$ cat src/hw/rtl/cht_pkg.sv
// ---------------------------------------------------------------------------
// cht_pkg
// Shared constants and types of the chained hash table core.
// ---------------------------------------------------------------------------
package cht_pkg;
    localparam int BUCKETS      = 64;
    localparam int POOL_ENTRIES = 256;
    localparam int BKT_W        = $clog2(BUCKETS);
    localparam int NODE_W       = $clog2(POOL_ENTRIES);
    localparam int PTR_W        = $clog2(POOL_ENTRIES + 1);
    localparam int KEY_W        = 31;
    localparam int DATA_W       = 32;
    localparam int CNT_W        = 9;
    localparam logic [PTR_W-1:0] NIL = PTR_W'(POOL_ENTRIES);

    typedef enum logic [1:0] {
        REQ_INSERT = 2'd0,
        REQ_FIND   = 2'd1,
        REQ_ERASE  = 2'd2,
        REQ_NONE   = 2'd3
    } req_t;

    // Free-node search result handed from the allocator to the core
    typedef struct packed {
        logic              avail;
        logic [NODE_W-1:0] idx;
    } alloc_t;
endpackage

$ cat src/hw/rtl/cht_alloc.sv
// ---------------------------------------------------------------------------
// cht_alloc
// Free-node bitmap with a registered lowest-free-index search.
// ---------------------------------------------------------------------------
module cht_alloc import cht_pkg::*; (
    input  logic              aclk,
    input  logic              aresetn,
    input  logic              take,
    input  logic [NODE_W-1:0] take_idx,
    input  logic              give,
    input  logic [NODE_W-1:0] give_idx,
    output alloc_t            alloc
);
    logic [POOL_ENTRIES-1:0] free_reg;
    alloc_t                  alloc_reg;
    alloc_t                  alloc_next;

    // Priority-encode the lowest free node
    always_comb begin
        alloc_next = '0;
        for (int i = POOL_ENTRIES - 1; i >= 0; i--) begin
            if (free_reg[i]) begin
                alloc_next.avail = 1'b1;
                alloc_next.idx   = NODE_W'(i);
            end
        end
    end

    // Update bitmap; the search result is registered
    always_ff @(posedge aclk) begin
        if (!aresetn) begin
            free_reg  <= '1;
            alloc_reg <= '0;
        end else begin
            if (take) free_reg[take_idx] <= 1'b0;
            if (give) free_reg[give_idx] <= 1'b1;
            alloc_reg <= alloc_next;
        end
    end

    assign alloc = alloc_reg;
endmodule

$ cat config.mk
export PLATFORM = sky130hd
export DESIGN_NAME = cht_alloc
export DESIGN_NICKNAME = d
export VERILOG_FILES = /design/src/hw/rtl/cht_pkg.sv /design/src/hw/rtl/cht_alloc.sv
export SDC_FILE = /design/constraint.sdc
export NUM_CORES = 1
export LEC_CHECK = 0
export BUFFER_PORTS_ARGS = -buffer_cell sky130_fd_sc_hd__buf_4
export CAP_MARGIN = 20
export CORE_MARGIN = 2
export CORE_UTILIZATION = 30
export DETAILED_ROUTE_END_ITERATION = 8
export PLACE_DENSITY_LB_ADDON = 0.2
export SYNTH_ARGS = -nofsm -noshare
export SYNTH_HDL_FRONTEND = slang
export SYNTH_SLANG_ARGS = --single-unit
$ cat constraint.sdc
create_clock -name aclk -period 2.46 [get_ports aclk]
set_clock_uncertainty 0.15 [all_clocks]
set_input_delay 0.123 -clock aclk [delete_from_list [all_inputs] [get_ports aclk]]
set_output_delay 0.123 -clock aclk [all_outputs]
set_load 0.005 [all_outputs]
# [Yosys cells after proc, flatten, opt, wreduce, memory -nomap -nowiden]
# Cells that the tools add are included.
[word_totals] ff_bits=265 output_inout_bits=9 wordCells=291
[classes] muxes=263 bitwise_logic=4 n_reduce_logical=10 n_lt_le_gt_ge=4
[ops] cell="$mux W9" count=256
[ops] cell="$mux W256" count=3
[ops] cell="$and A256 B256 Y256" count=1
[ops] cell="$not A256 Y256" count=1
[ops] cell="$or A256 B256 Y256" count=1
[ops] cell="$reduce_or A129 Y1" count=1
[ops] cell="$reduce_or A65 Y1" count=1
[ops] cell="$reduce_or A33 Y1" count=1
[ops] cell="$lt A8 B9 Y1 const B" count=2
[ops] cell="$reduce_or A17 Y1" count=1
[ops] cell="$demux W1 S8" count=2
[ops] cell="$ge A8 B1 Y1 const B" count=2
[ops] cell="$reduce_or A9 Y1" count=1
[ops] cell="$reduce_or A5 Y1" count=1
[ops] cell="$reduce_or A3 Y1" count=1
[ops] cell="$logic_and A1 B1 Y1" count=2
[ops] cell="$mux W1" count=2
[ops] cell="$reduce_or A2 Y1" count=1
[ops] cell="$not A1 Y1" count=1

# [Logic depth before layout (Yosys ltp)]
[logic_depth] ltp_word=256 ltp_mapped=7 mapped_depth_nobuf=7

# [Worst setup path after synthesis]
# Ideal clock, no wire load.
[synth_timing] path_type="reg-to-reg" from="reg free_reg[135]" to="reg alloc_reg (netlist bit alloc[8])" stages_incl_launch_ff=7 arrival_ns=1.822 required_time_ns=2.190 path_slack_ns=0.368 cell_sequence="dfxtp_1 -> nor4_2 -> nand2_1 -> or2_2 -> nor4_2 -> nand3_1 -> o31a_1"
[synth_between] elab_chain_len=136
[synth_rtl] element="start: declaration" line="cht_alloc.sv:14" rtl="logic [POOL_ENTRIES-1:0] free_reg;"
[synth_rtl] element="start signal: assignment" line="cht_alloc.sv:32" rtl="free_reg <= '1;"
[synth_rtl] element="start signal: indexed assignment" line="cht_alloc.sv:35" rtl="if (take) free_reg[take_idx] <= 1'b0;"
[synth_rtl] element="start signal: indexed assignment" line="cht_alloc.sv:36" rtl="if (give) free_reg[give_idx] <= 1'b1;"
[synth_rtl] element="$mux W9 (136 in a row)" line="cht_alloc.sv:22" rtl="if (free_reg[i]) begin"
[synth_rtl] element="end signal: assignment" line="cht_alloc.sv:37" rtl="alloc_reg <= alloc_next;"
[synth_rtl] element="end: declaration" line="cht_alloc.sv:15" rtl="alloc_t alloc_reg;"
# No other way between the ends.
# A chain may end at the register's enable or synchronous reset.

# [Worst setup path after layout]
[layout_timing] from="reg free_reg[243]" to="reg alloc_reg (netlist bit alloc[2])"
[layout_between] elab_chain_len=240
[layout_rtl] element="$mux W9 (240 in a row)" line="cht_alloc.sv:22"
# No other way between the ends.

==> summary.md <==
| Metric | Value |
|---|---|
| Post-synthesis cell area | `around 13000 um^2` |
| Row count | `between 70 and 80` |
| GP Congestion | `0.938` |
| Status | `completed` |
| First-iteration detailed-routing DRC count | `approximately 1600` |
| Hold/Removal Path Class | `primary input to flip-flop` |
| Remaining global-route overflow | `0` |
| Hold Path Stages | `5` |
| Final ANT Viol Nets | `0` |
| R2R Path End | `alloc[2]` |
| CTS tree | `built` |
| Worst EP required | `2780 ps` |
| Worst R2R Setup Slack | `0.06 ps` |
| Mapped Cells | `1619` |
| TritonRoute pass-1 iters | `7` |
| CP Class | `flip-flop to flip-flop` |
| Finished Layout Cells | `roughly 2400` |
| Vias in the first global route | `13400` |
| Post-Route Utilization | `0.375` |
| Residual DRC | `0` |
| Setup TNS Final | `0 ps` |
| Layout area overhead | `23.9%` |
| Total power draw | `10.1 mW` |
| Largest net degree at the start of global routing | `139` |
| Tot GR Track Use | `0.266` |
| Cts bufs inserted | `31` |
| #FFs+latches synth | `265` |
| Synth unique cells | `53` |
| Hold WS | `approximately 35 ps` |
| Crit start category | `flip-flop` |
| Hold path start | `take_idx[7]` |
| Most used DFF post-synth | `dfxtp_1` |
| Rel. slew slack | `0.514` |
| Clock sink count | `265` |
| Die Ht | `around 210 um` |
| Worst-path clk slew | `~70 ps` |
| Share of layout cells above drive strength 1 | `0.137` |
| Pwr dens | `about 630 nW/um^2` |
| Mapped Avg Cell Area | `8.03 um^2` |
| Minimum clock period | `roughly 2500 ps` |
| Fin crit share | `1.00` |
| Clk_lat worst skew | `between 500 and 600 ps` |
| Most frequent cells in the layout | `o21ai_0, o211ai_1, dfxtp_1` |
| Commonest non-fill, non-tap cell in the layout | `o21ai_0` |
| Total Routed Length | `60.5 mm` |
| Number of enable flip-flop cells after synthesis | `0` |
| Initial antenna violation count | `0` |
| Worst Setup End Kind | `flip-flop` |
| Die area | `about 45000 um^2` |
| Max Cap Violations | `0` |
| Clk root buf | `clkbuf_16` |
| Io pins | `29` |
| Post-synth ARST share | `0` |
| Crit-path max FO | `3` |
| H-tree depth | `1` |
| Worst-Margin Slew | `727 ps` |
| CTS Buffer Depth | `3` |
| Detailed placer's ending HPWL | `around 38 mm` |
| PortBufs | `28` |
| Max reg flops | `256` |
| Worst reg2reg startpoint | `free_reg[243]` |
| Wire per inst | `around 26 um` |
| Global-route wire length before repair | `slightly below 90 mm` |
| Routed via count | `14300` |
| Final Hold Violating Endpoints | `0` |
| Vias/cell | `between 6 and 7` |
| Antenna Cells | `0` |
| # setup viols final | `0` |
| Unrepaired setup endpoints after global routing | `yes` |
| Net Count, Synth | `around 1600` |
| Fin nets | `1761` |
| Yosys warns | `0` |
| Post-synthesis sequential area ratio | `0.408` |
| Fmax achieved | `around 0.41 GHz` |
| Max-slew violations | `0` |
| Worst r2r path cells | `9` |
| Die X | `approximately 210 um` |
| Leak | `~5.2 nW` |
| Inst Count DP | `approximately 2300` |
| Starting Density | `0.303` |
| Core footprint | `about 43000 um^2` |
| Hold Path End | `free_reg[227]` |
| Crit path DAT | `around 2800 ps` |
| Worst vdd ir | `368 uV` |
## routing by layer
metal  track usage  up-vias  routed length, um
li1              -     6500                  -
met1         0.349     6982              25300
met2         0.425      666              27100
met3        0.0465      176               4850
met4         0.126        0               3290
met5             0        -                  0
## power breakdown
group	total [mW]	internal, mW	switching [mW]
Combinational	0.437	0.0972	0.339
Clock	5.33	3.35	1.98
Sequential	4.31	4.30	0.0119
Total	10.1	7.75	2.33
## worst max-delay path: stages (launching register included)
cell and delay, ps:
dfxtp_1 310, nor4_1 350, buf_4 190, nand4_1 110, a21oi_1 230, o21ai_0 160
a31oi_1 220, buf_4 140, o2111ai_1 150, a21oi_1 320
## how the worst max path moves through the flow
stage,start,end,slack (ps),depth (start not counted)
after global routing,free_reg[189],alloc[0],-60,7
after floorplan,free_reg[135],alloc[8],370,6
after CTS,free_reg[23],alloc[1],20,7
after detailed placement,free_reg[111],alloc[0],-30,7
final,free_reg[243],alloc[2],0.06,9
after global placement,free_reg[224],alloc[0],20,6
## area by class of cell
cell class / count / area [um^2]
fillers: 4501 / 26900
multi-input cells: 1208 / 7220
flip-flops and latches: 265 / 5310
repair buffers: 190 / 1520
clock buffers: 40 / 880
well taps: 585 / 732
clock inverters: 17 / 297
inverters: 45 / 169
## kinds of logic after synthesis
| group | after synthesis | share of synthesized area |
|---|---|---|
| buffers and inverters | 146 | 0.0421 |
| AND/OR/NAND/NOR | 504 | 0.201 |
| flip-flops | 265 | 0.408 |
| AO/OA/AOI/OAI | 704 | 0.349 |
## cell usage after synthesis (19+ instances only)
| library cell | instances | area (um^2) |
|---|---|---|
| o21ai_0 | 284 | 1420 |
| dfxtp_1 | 265 | 5310 |
| o211ai_1 | 265 | 1990 |
| nor2_1 | 110 | 413 |
| clkbuf_1 | 100 | 375 |
| nand2_1 | 96 | 360 |
| nor4_1 | 78 | 488 |
| nand3_1 | 56 | 280 |
| a21oi_1 | 54 | 270 |
| inv_1 | 45 | 169 |
| nor3_1 | 37 | 185 |
| nor2b_1 | 34 | 213 |
| nand4_1 | 21 | 131 |
| nand2b_1 | 19 | 119 |
| o31ai_1 | 19 | 143 |
## through the flow
stage	setup WS, ps	instance area, um^2
floorplan	368	13000
global placement	24.2	14600
detailed placement	-25.2	14600
CTS	21.8	16100
global route	-62.7	16100
finish	0.0584	16100
## repair_timing
action,in CTS,in global routing
endpoints found under the setup margin,1,6
gates resized for setup,2,10
pin swaps,0,3
setup buffers,0,0
hold buffers,25,0
endpoints found under the hold margin,80,0
Note: power is estimated with default switching activity, not from simulation.
